File: config.mk
export PLATFORM = sky130hd
export DESIGN_NAME = tgm_lane
export DESIGN_NICKNAME = d
export VERILOG_FILES = /design/src/rtl/core/tgm_pkg.sv /design/src/rtl/core/tgm_lane.sv
export SDC_FILE = /design/constraint.sdc
export NUM_CORES = 1
export LEC_CHECK = 0
export BUFFER_PORTS_ARGS = -buffer_cell sky130_fd_sc_hd__buf_2
export CORE_MARGIN = 2
export CORE_UTILIZATION = 50
export DETAILED_ROUTE_END_ITERATION = 16
export PLACE_DENSITY = 0.77
export REMOVE_ABC_BUFFERS = 1
export SYNTH_ARGS = -nofsm -noshare
export SYNTH_HDL_FRONTEND = slang
export SYNTH_SLANG_ARGS = --single-unit
File: constraint.sdc
create_clock -name clk -period 6.9 [get_ports clk]
set_input_delay 0.69 -clock clk [delete_from_list [all_inputs] [get_ports clk]]
set_output_delay 0.69 -clock clk [all_outputs]
set_load 0.02 [all_outputs]
File: src/rtl/core/tgm_pkg.sv
// Shared constants, types and the quarter-wave cosine table of the tremolo gain modulator.
package tgm_pkg;

	localparam int CHANNELS       = 4;
	localparam int SAMPLE_BITS    = 24;
	localparam int COS_TABLE_BITS = 10;

	localparam int QTR_STEPS   = 1 << COS_TABLE_BITS;
	localparam int ROM_AW      = COS_TABLE_BITS + 1;
	localparam int GAIN_BITS   = 16;
	localparam int PROD_BITS   = SAMPLE_BITS + GAIN_BITS + 1;
	localparam int PLEN_BITS   = 21;
	localparam int PHASE_BITS  = 32;
	localparam int DEPTH_BITS  = 16;
	localparam int CHAN_BITS   = 3;

	localparam logic [63:0] HALF_PI_Q30 = 64'd1686629713;
	localparam logic [63:0] ONE_Q30     = 64'd1073741824;

	// register indexes on the configuration port
	localparam logic [1:0] REG_PERIOD = 2'd0;
	localparam logic [1:0] REG_STEP   = 2'd1;
	localparam logic [1:0] REG_DEPTH  = 2'd2;
	localparam logic [1:0] REG_CHANS  = 2'd3;

	typedef logic [GAIN_BITS-1:0] cos_tab_t [0:QTR_STEPS];

	typedef struct packed {
		logic accept;
		logic cfg_clear;
		logic gain_step;
		logic mul_step;
	} tgm_ctl_t;

	// Q15 cosine over a quarter turn: Taylor series through x^10 in Q30, rounding
	function automatic cos_tab_t build_cos_tab();
		cos_tab_t           tab;
		logic [63:0]        x;
		logic [63:0]        x2;
		logic [63:0]        term;
		logic signed [63:0] sum;
		for (int k = 0; k <= QTR_STEPS; k++) begin
			x    = (HALF_PI_Q30 * 64'(k)) >> COS_TABLE_BITS;
			x2   = (x * x) >> 30;
			term = ONE_Q30;
			sum  = $signed(ONE_Q30);
			term = ((term * x2) >> 30) / 64'd2;
			sum  = sum - $signed(term);
			term = ((term * x2) >> 30) / 64'd12;
			sum  = sum + $signed(term);
			term = ((term * x2) >> 30) / 64'd30;
			sum  = sum - $signed(term);
			term = ((term * x2) >> 30) / 64'd56;
			sum  = sum + $signed(term);
			term = ((term * x2) >> 30) / 64'd90;
			sum  = sum - $signed(term);
			if (sum < 0) sum = 64'sd0;
			if (sum > $signed(ONE_Q30)) sum = $signed(ONE_Q30);
			tab[k] = GAIN_BITS'((64'(sum) + 64'd16384) >> 15);
		end
		return tab;
	endfunction

	localparam cos_tab_t COS_TAB = build_cos_tab();

endpackage

File: src/rtl/core/tgm_lane.sv
// One channel lane: holds a sample and scales it by the gain with rounding.
module tgm_lane (
	input  logic                                 clk,
	input  tgm_pkg::tgm_ctl_t                    ctl,
	input  logic                                 en,
	input  logic signed [tgm_pkg::SAMPLE_BITS-1:0] sample,
	input  logic [tgm_pkg::GAIN_BITS-1:0]        gain,
	output logic signed [tgm_pkg::SAMPLE_BITS-1:0] res
);
	import tgm_pkg::*;

	logic signed [SAMPLE_BITS-1:0] sample_s1;
	logic                          en_s1;
	logic signed [PROD_BITS-1:0]   prod;
	logic signed [SAMPLE_BITS-1:0] res_s3;

	always_ff @(posedge clk) begin
		if (ctl.accept) begin
			sample_s1 <= sample;
			en_s1     <= en;
		end
	end

	assign prod = PROD_BITS'(sample_s1) * $signed({{(PROD_BITS-GAIN_BITS){1'b0}}, gain})
	            + PROD_BITS'(16384);

	always_ff @(posedge clk) begin
		if (ctl.mul_step)
			res_s3 <= en_s1 ? prod[SAMPLE_BITS+14:15] : '0;
	end

	assign res = res_s3;

endmodule

== Word level (Yosys, flattened, before mapping) ==
Cells that the tools add are included.

* Register bits after elaboration: 49
* Bits in latches: 0
* RAM bits: 0
* ROM bits: 0
* Input bits: 46
* Output and inout bits: 24
* Word-level logic and storage cells: 5
* Memories kept: 0

* $add $sub $neg: 1
* $mul: 1
* Divide/modulo/power cells: 0
* Order comparisons: 0
* Eq/ne operators: 0
* Shifts and indexed selects: 0
* Mux-type cells: 0
* Bitwise logic cells: 0
* Reductions and logical operators: 0

{| class="wikitable"
|+ Operators by type and width
! kind !! count
|-
| 39-bit by 16-bit adder with 39-bit output, second input constant || 1
|-
| 24-bit by 17-bit multiplier with 39-bit output || 1
|}

== Longest topological paths before layout ==
Gate-level depths: netlist (run 1).

* Word-level depth: 2
* Depth in mapped cells: 23

== Worst setup path after synthesis (run 1) ==
No wires, ideal clock.

* Path type: input to register
* Start point: input gain[2] in the netlist's numbering
* End point: register res_s3[22], in the netlist res[22], data pin
* Data arrival time: 6.132 ns
* Required time: 6.639 ns
* Path slack: 0.507 ns
* Stages on the path: 19
* Path buffers: 1
* Cells stage by stage: clkbuf_1 > nand2_1 > fa_1 > inv_1 > fa_1 > fa_1 > fa_1 > fa_1 > inv_1 > fa_1 > inv_1 > ha_1 > a21oi_1 > o21ai_0 > o21ai_0 > nor2_1 > a211oi_2 > mux2i_1 > a311o_1

* Longest elaborated chain between the ends: 2

{| class="wikitable"
|+ RTL lines
! element !! RTL line !! RTL
|-
| from (decl) || tgm_lane.sv:7 || <nowiki>input logic [tgm_pkg::GAIN_BITS-1:0] gain,</nowiki>
|-
| 24-bit by 17-bit multiplier with 39-bit output || tgm_lane.sv:24 || <nowiki>assign prod = PROD_BITS'(sample_s1) * $signed({{(PROD_BITS-GAIN_BITS){1'b0}}, gain})</nowiki>
|-
| 39-bit by 16-bit adder with 39-bit output || tgm_lane.sv:25 || <nowiki>+ PROD_BITS'(16384);</nowiki>
|-
| to (signal assigned) || tgm_lane.sv:29 || <nowiki>res_s3 <= en_s1 ? prod[SAMPLE_BITS+14:15] : '0;</nowiki>
|-
| to (decl) || tgm_lane.sv:15 || <nowiki>logic signed [SAMPLE_BITS-1:0] res_s3;</nowiki>
|}

Every way passes these cells.
A chain may end at the register's enable or synchronous reset.

== Worst setup path in the final report (run 1) ==
* Start point: register sample_s1[6]
* End point: register res_s3[22], in the netlist res[22], data pin

* Longest elaborated chain between the ends: 2

{| class="wikitable"
|+ RTL lines
! element !! RTL line !! RTL
|-
| from (decl) || tgm_lane.sv:12 || <nowiki>logic signed [SAMPLE_BITS-1:0] sample_s1;</nowiki>
|-
| from (signal assigned) || tgm_lane.sv:19 || <nowiki>sample_s1 <= sample;</nowiki>
|-
| 24-bit by 17-bit multiplier with 39-bit output || tgm_lane.sv:24 ||
|-
| 39-bit by 16-bit adder with 39-bit output || tgm_lane.sv:25 ||
|}

Every way passes these cells.

==> flow_metrics.tcl, run 1 <==
set metrics [dict create \
    status "finished, final reports clean" \
    synth_compound_area_share_pct 2.76 \
    num_rows 63 \
    cts_sinks 49 \
    start_kind "flip-flop" \
    synth_area_sq_mm 0.0152 \
    min_from "en" \
    grt_pass1_wl_mm 59.9 \
    vias_per_cell 5.19 \
    hold_end "en_s1" \
    grt_usage_pct 24.7 \
    layout-drive-gt1-share_pct 8.66 \
    setup_violations 0 \
    grt_pass1_vias 12300 \
    avgSynthCellArea_sq_um 9.48 \
    boundaryPins 70 \
    max_freq_mhz 151 \
    endpoint_kind "flip-flop" \
    synth_adder_area_share_pct 57.2 \
    totalWireLength_mm 35.6 \
    drv_cap 0 \
    ys_seq_elements 49 \
    die_h_um 178 \
    synthFlopType "edfxtp_1" \
    hold_viol_final 0 \
    r2r-start "sample_s1[6]" \
    rsz0062_at_grt "false" \
    postCtsSetupBuffers 0 \
    insertedDiodeCount 0 \
    final_common_cell "inv_1" \
    grt_max_degree 26 \
    path_class "flip-flop to flip-flop" \
    reg2reg_to "res[22]" \
    postCtsResizedCells 0 \
    cts_hold_buffers 0 \
    crit_required_ns 6.96 \
    cp_max_fo 12 \
    firstDrtPassIters 7 \
    relSlewSlack_pct 53.8 \
    synthArstFlopShare_pct 0 \
    synthDistinctLibCells 40 \
    synth-simple-area-share_pct 15.7 \
    r2r_setup_slack_ns 0.26 \
    clk_pin_slew_worst_paths_ns 0.07 \
    fin_crit_sh_pct 96.2 \
    mostFrequentLayoutCells "460 x inv_1, 364 x fa_1, 222 x and2_1, 175 x nand2_1, 113 x ha_1" \
    portBuffers 67 \
    wl_per_cell_um 17.2 \
    cts_buffer_depth 2 \
    grt_overflow 0 \
    hold_depth 1 \
    synth.yosys.seq_area_share_pct 9.67 \
    vias 10800 \
    dieArea_sq_mm 0.0318 \
    cts_buffers 5 \
    postRouteAntennaNets 0 \
    slew_violations 0 \
    syn_inst 1604 \
    ys_top_cells_by_area "fa_1 48%, inv_1 11%, edfxtp_1 9.7%, ha_1 9.3%, and2_1 9.1%" \
    die_x_um 178 \
    core-area_sq_mm 0.0298 \
    h-tree-depth 2 \
    hold_class "primary input to flip-flop" \
    synth_top_family_by_area "adder cells" \
    drc 0 \
    gp_congestion 0.932 \
    synth_edf_count 49 \
    drt_iter0_markers 549 \
    reg2reg_depth 20 \
    synth_top_area_share_pct 47.9 \
    ys_warn_count 0 \
    synth_xor_xnor_area_share_pct 1.67 \
    initial_core_util_pct 51.1 \
    cts_tree "done" \
    area_growth_pct 8.75 \
    worst_pin_slew_ns 0.694 \
    finClkSkew_ns 0.0118 \
    antenna_found_initial 0 \
    synth.mux.area_fraction_pct 0.197 \
    place_hpwl_mm 30.3 \
    cts_root_buffer "clkbuf_16" \
    synth.largest_area_cell "fa_1" \
    fin_nets 2208 \
    fillers 2598 \
    arrival_ns 6.70 \
    period_needed_ns 6.64 \
    clk_latency_ns 0.31 \
    hold_ws_ns 0.550 \
]
## flip-flops by register name (all words and copies together) (netlist names)
name,flops
sample_s1,24
en_s1,1
res,24
## critical path: stages (launching register included)
cell,delay [ns]
edfxtp_1,0.66
and2_1,0.28
fa_1,0.51
inv_1,0.05
fa_1,0.45
fa_1,0.49
fa_1,0.55
inv_1,0.05
fa_1,0.48
inv_1,0.05
fa_1,0.47
inv_1,0.05
ha_1,0.30
nand2_1,0.05
o21ai_0,0.45
nand4_1,0.30
a31o_4,0.33
o211ai_4,0.27
a211oi_2,0.13
mux2i_1,0.14
a311o_1,0.32
## cells by family after synthesis
kind of cell             count (synthesis)
AO/OA/AOI/OAI                           62
XOR/XNOR                                29
adder cells (fa/ha/maj)                477
buffers and inverters                  518
flip-flops                              49
multiplexers                             3
AND/OR/NAND/NOR                        466
## synthesized netlist by cell type, types with 3 or more instances
master      n
fa_1      364
inv_1     460
nand3_1    12
ha_1      113
nand2_1   175
edfxtp_1   49
a31oi_1     3
o31ai_1     4
or3_1       4
xnor2_1    23
and2_1    222
mux2i_1     3
and3_1      5
a21oi_1    23
nor2_1     27
o21ai_0    12
nor3_1      6
xor2_1      6
a21o_1      3
nand2b_1    4
nand4_1     4
clkbuf_1   58
## metal layers
metal	GRT usage, %	up-vias	wire [um]
li1	-	4754	-
met1	28.6	5504	12900
met2	45.1	383	18700
met3	2.94	124	2130
met4	12.2	0	1870
met5	0	-	0
## worst max path at each step
stage,cells past startpoint,from,endpoint
after floorplan,18,gain[2],res[22]
after global placement,22,gain[2],res[22]
after detailed placement,21,gain[2],res[22]
after CTS,20,sample_s1[6],res[22]
after global routing,20,sample_s1[6],res[23]
final,20,sample_s1[6],res[22]
## stage by stage
stage                       TNS, ns  worst slack [ns]  cells  util (%)  cell area (sq um)
after floorplan                   0             0.823   1546         -              15000
after global placement            0            0.0354   2068      55.0              16400
after detailed placement  -0.000184         -0.000184   2068      55.0              16400
after CTS                         0             0.286   2075      55.5              16500
after global routing              0            0.0395   2075      55.5              16500
final                             0             0.261   2075      55.5              16500
## area by class of cell
| cell class | instances | area, sq um | area share, % |
|---|---|---|---|
| Clock inverter | 2 | 35.0 | 0.212 |
| Inverter | 460 | 1730 | 10.4 |
| Tap cell | 390 | 488 | 2.95 |
| Multi-Input combinational cell | 1037 | 11800 | 71.3 |
| Clock buffer | 5 | 125 | 0.756 |
| Timing Repair Buffer | 132 | 898 | 5.43 |
| Sequential cell | 49 | 1470 | 8.89 |
Power of run 1 is not shown: default switching activity piles up to over one toggle a cycle in this logic, so the estimate is an artifact.
==> inputs of run 2 (changes only) <==
--- a/config.mk
+++ b/config.mk
@@ -6,10 +6,12 @@
 export NUM_CORES = 1
 export LEC_CHECK = 0
 export BUFFER_PORTS_ARGS = -buffer_cell sky130_fd_sc_hd__buf_2
+export CELL_PAD_IN_SITES_DETAIL_PLACEMENT = 1
+export CELL_PAD_IN_SITES_GLOBAL_PLACEMENT = 1
 export CORE_MARGIN = 2
 export CORE_UTILIZATION = 50
 export DETAILED_ROUTE_END_ITERATION = 16
-export PLACE_DENSITY = 0.77
+export PLACE_DENSITY = 0.92
 export REMOVE_ABC_BUFFERS = 1
 export SYNTH_ARGS = -nofsm -noshare
 export SYNTH_HDL_FRONTEND = slang
==> run 2 against run 1 <==
  * Die area unchanged
  * Worst setup slack lost 0.076 ns
  * Clock-buffer cell count unchanged
  * Critical path depth grew 1
  * Register-to-register slack got worse by 0.08 ns
  * Core utilization grew 0.59 points
==> flow_metrics.tcl, run 2 (synthesis results as in run 1) <==
set metrics [dict create \
    place_area_sq_mm 0.0164 \
    postRouteAntennaNets 0 \
    path_common_cell "fa_1" \
    drv_cap 0 \
    initial_core_util_pct 51.1 \
    grt_max_degree 26 \
    fin_crit_sh_pct 97.3 \
    setup_violations 0 \
    slew_violations 0 \
    grt_overflow 0 \
    portBuffers 67 \
    num_rows 63 \
    place_hpwl_mm 43.9 \
    hold_class "primary input to flip-flop" \
    stdcell_count 2097 \
    status "finished, final reports clean" \
    die_x_um 178 \
    gp_congestion 0.875 \
    rsz0062_at_grt "false" \
    totalWireLength_mm 52.7 \
    cts_sinks 49 \
    die_h_um 178 \
    period_needed_ns 6.71 \
    grt_usage_pct 35.3 \
    core-area_sq_mm 0.0298 \
    start_kind "flip-flop" \
    max_freq_mhz 149 \
    clk_pin_slew_worst_paths_ns 0.10 \
    vias 11700 \
    boundaryPins 70 \
    h-tree-depth 2 \
    relSlewSlack_pct 39.3 \
    fin_nets 2229 \
    crit_required_ns 6.98 \
    hold_viol_final 0 \
    final_cell_area_sq_mm 0.0167 \
    place_inst 2074 \
    drc 0 \
    layout-drive-gt1-share_pct 9.78 \
    insertedDiodeCount 0 \
    slowest_stage "edfxtp_1" \
    mostFrequentLayoutCells "460 x inv_1, 364 x fa_1, 222 x and2_1, 175 x nand2_1, 113 x ha_1" \
    worst_pin_slew_ns 0.910 \
    cts_buffer_depth 2 \
    endpoint_kind "flip-flop" \
    wl_per_cell_um 25.1 \
    cp_max_fo 12 \
    antenna_found_initial 1 \
    cp_cell_sequence "and2_1 > fa_1 > inv_1 > fa_1 > fa_1 > inv_1 > fa_1 > fa_1 > inv_1 > fa_1 > inv_1 > ha_1 > nand4_1 > nor2_1 > buf_4 > o311ai_2 > a31o_4 > o211ai_4 > a211oi_2 > mux2i_1 > a311o_1" \
    vias_per_cell 5.59 \
    dieArea_sq_mm 0.0318 \
    grt_pass1_vias 14600 \
    cts_hold_buffers 0 \
    finClkSkew_ns 0.0137 \
    fillers 3437 \
    cpPeakStageDelay_ns 0.70 \
    multiInputGateArea_sq_mm 0.0118 \
    firstDrtPassIters 4 \
    cts_tree "done" \
    cts_buffers 5 \
    cts_root_buffer "clkbuf_16" \
    seq_area_sq_mm 0.00147 \
    grt_pass1_wl_mm 80.4 \
    path_class "flip-flop to flip-flop" \
    drt_iter0_markers 661 \
    clk_latency_ns 0.33 \
    area_growth_pct 9.91 \
    arrival_ns 6.79 \
    final_common_cell "inv_1" \
]
==> run 2: per-layer routing <==
metal	share of wire (%)	wire length [um]	global-route usage (%)	vias up
li1	-	-	-	4802
met1	31	16200	33.1	6005
met2	54	28300	65.2	592
met3	5.6	2930	6.18	316
met4	10	5290	31.4	0
met5	0	0	0	-
==> run 2: worst paths after layout <==
check / to / slack, ns / depth (start not counted) / start
setup / recovery: res[22] / 0.19 / 21 / sample_s1[14]
hold / removal: sample_s1[4] / 0.53 / 1 / sample[4]
setup reg to reg: res[22] / 0.19 / 21 / sample_s1[14]
hold reg to reg: res[12] / 0.94 / 2 / en_s1
==> run 2: area by class of cell <==
cell class                      instances  area share (%)
Multi-Input combinational cell       1037            70.6
Clock inverter                          3           0.172
Inverter                              460            10.3
Timing Repair Buffer                  153            6.48
Clock buffer                            5           0.748
Tap cell                              390            2.92
Sequential cell                        49            8.80
==> run 2: repair_timing <==
action | in CTS | in global routing
setup endpoints to repair | 0 | 10
gates resized for setup | 0 | 4
buffers inserted | 0 | 15
hold endpoints to repair | 0 | 0
==> run 2: worst max-delay path, delay by kind of cell (launching register included) <==
family | cells | cell delay (ns)
adders and majority gates | 7 | 3.38
AOI/OAI and AO/OA | 5 | 1.19
DFF | 1 | 0.70
and+or+nand+nor | 3 | 0.67
buffers and inverters | 5 | 0.37
muxes | 1 | 0.15
==> run 2: stage by stage <==
| stage | util [%] | worst slack (ns) | hold slack, ns | setup TNS (ns) |
|---|---|---|---|---|
| final | 56.1 | 0.185 | 0.530 | 0 |
| after global routing | 56.1 | 0.00844 | 0.533 | 0 |
| after CTS | 55.7 | 0.00959 | 0.529 | 0 |
| after detailed placement | 55.2 | -0.246 | 0.869 | -0.825 |
| after global placement | 55.2 | 0.139 | 0.866 | 0 |
| after floorplan | - | 0.823 | 0.690 | 0 |
Power of run 2 is left out for the same reason.
==> inputs of run 3 (changes only) <==
--- a/config.mk
+++ b/config.mk
@@ -5,13 +5,13 @@
 export SDC_FILE = /design/constraint.sdc
 export NUM_CORES = 1
 export LEC_CHECK = 0
-export BUFFER_PORTS_ARGS = -buffer_cell sky130_fd_sc_hd__buf_2
 export CELL_PAD_IN_SITES_DETAIL_PLACEMENT = 1
 export CELL_PAD_IN_SITES_GLOBAL_PLACEMENT = 1
 export CORE_MARGIN = 2
 export CORE_UTILIZATION = 50
 export DETAILED_ROUTE_END_ITERATION = 16
-export PLACE_DENSITY = 0.92
+export DONT_BUFFER_PORTS = 1
+export PLACE_DENSITY = 0.9
 export REMOVE_ABC_BUFFERS = 1
 export SYNTH_ARGS = -nofsm -noshare
 export SYNTH_HDL_FRONTEND = slang
==> run 3 against run 2 <==
  * Routed wire length decreased by 12%
  * Maximum frequency decreased by 0.28%
  * Sequential share of layout area increased by 0.44 points
  * Worst setup slack got worse by 0.019 ns
  * Non-clock buffer count decreased by 119
  * Cell area decreased by 4.8%
  * Cell count decreased by 5.6%
  * Critical path type unchanged
  * Critical endpoint unchanged
==> flow_metrics.tcl, run 3 (synthesis results as in run 1) <==
set metrics [dict create \
    status "finished, final reports clean" \
    cts_root_buffer "clkbuf_16" \
    gp_congestion 0.856 \
    grt_pass1_vias 13700 \
    r2r_setup_slack_ns 0.17 \
    fin_crit_sh_pct 97.6 \
    boundaryPins 70 \
    slew_violations 0 \
    grt_max_degree 26 \
    die_h_um 178 \
    reg2reg_depth 21 \
    cts_hold_buffers 0 \
    drt_iter0_markers 573 \
    grt_busiest_layer "met2" \
    cp-endpoint "res[22]" \
    relSlewSlack_pct 47.8 \
    setup.worst_path.start "sample_s1[8]" \
    place_inst 1968 \
    grt.met2_usage_pct 60.3 \
    path_class "flip-flop to flip-flop" \
    drv_cap 0 \
    wl_per_cell_um 23.5 \
    cts_sinks 49 \
    stdcell_count 1979 \
    drc 0 \
    arrival_ns 6.82 \
    fillers 3405 \
    initial_core_util_pct 51.1 \
    clk_pin_slew_worst_paths_ns 0.10 \
    final_common_cell "inv_1" \
    reg2reg_to "res[22]" \
    mostFrequentLayoutCells "460 x inv_1, 364 x fa_1, 222 x and2_1, 175 x nand2_1, 113 x ha_1" \
    r2r-start "sample_s1[8]" \
    totalWireLength_mm 46.5 \
    dieArea_sq_mm 0.0318 \
    cts_tree "done" \
    grt_pass1_wl_mm 73.2 \
    crit_required_ns 6.98 \
    postRouteAntennaNets 0 \
    cts_buffers 5 \
    cp_max_fo 12 \
    gr-usage-met3_pct 3.90 \
    vias 11000 \
    hold_class "primary input to flip-flop" \
    die_x_um 178 \
    grt_usage_pct 31.6 \
    core-area_sq_mm 0.0298 \
    clk_latency_ns 0.33 \
    start_kind "flip-flop" \
    h-tree-depth 2 \
    portBuffers 0 \
    worst_pin_slew_ns 0.782 \
    layout-drive-gt1-share_pct 3.09 \
    cts_buffer_depth 2 \
    met1_usage_pct 31.0 \
    fin_util_pct 53.4 \
    place_hpwl_mm 38.0 \
    period_needed_ns 6.73 \
    area_growth_pct 4.67 \
    num_rows 63 \
    max_freq_mhz 149 \
    firstDrtPassIters 4 \
    grt_overflow 0 \
    setup_violations 0 \
    hold_viol_final 0 \
    endpoint_kind "flip-flop" \
    fin_nets 2110 \
    vias_per_cell 5.56 \
    finClkSkew_ns 0.0325 \
    antenna_found_initial 1 \
]
[run 3: cell count changes in the layout (fill, tap and decap cells not counted), sizes merged]
cell | before | now
inv | 462 | 463
diode | 0 | 1
buf | 152 | 34
clkbuf | 6 | 5
clkinv | 1 | 0
[run 3: worst min path at each step]
stage,from,to,depth (start not counted)
2_1_floorplan,en_s1,res[12],2
4_1_cts,sample[11],sample_s1[11],0
5_1_grt,sample[11],sample_s1[11],0
3_3_place_gp,sample[16],sample_s1[16],0
3_5_place_dp,sample[21],sample_s1[21],0
6_report,sample[21],sample_s1[21],0
[run 3: timing repair]
| item | in CTS | in global routing |
|---|---|---|
| endpoints found under the setup margin | 0 | 4 |
| setup buffers | 0 | 2 |
| resized for setup | 0 | 2 |
| endpoints found under the hold margin | 0 | 0 |
[run 3: per-layer routing]
| layer | part of all wire [%] | vias to the layer above |
|---|---|---|
| li1 | - | 4563 |
| met1 | 32 | 5744 |
| met2 | 55 | 460 |
| met3 | 4.6 | 236 |
| met4 | 8.5 | 0 |
| met5 | 0 | - |
[run 3: worst max-delay path, stage by stage, from the launching register on]
cell	delay [ns]
edfxtp_1	0.82
nand2_1	0.19
fa_1	0.56
inv_1	0.07
fa_1	0.61
fa_1	0.47
fa_1	0.48
fa_1	0.50
inv_1	0.05
fa_1	0.47
inv_1	0.04
ha_1	0.37
nand4_1	0.15
nor2_1	0.14
buf_4	0.16
nand4_1	0.13
buf_4	0.19
a31o_4	0.26
o211ai_4	0.27
a211oi_2	0.14
mux2i_1	0.15
a311o_1	0.32
[run 3: metrics by stage]
stage	setup TNS [ns]	hold WS [ns]	setup slack [ns]	cell area, sq um
finish	0	0.444	0.167	15900
global placement	0	0.789	0.451	15700
CTS	0	0.440	0.189	15900
detailed placement	0	0.789	0.188	15700
global route	-0.00199	0.439	-0.00199	15900
floorplan	0	0.690	0.823	15000
[run 3: cell type report]
type,count,area (sq um),share of cell area (%)
clock inverter,3,26.3,0.165
inverter,460,1730,10.8
antenna,1,2.50,0.0157
multi-input combinational,1037,11800,74.1
tap,390,488,3.06
timing repair buffer,34,280,1.76
sequential,49,1470,9.24
clock buffer,5,125,0.786
Power of run 3 is left out for the same reason.
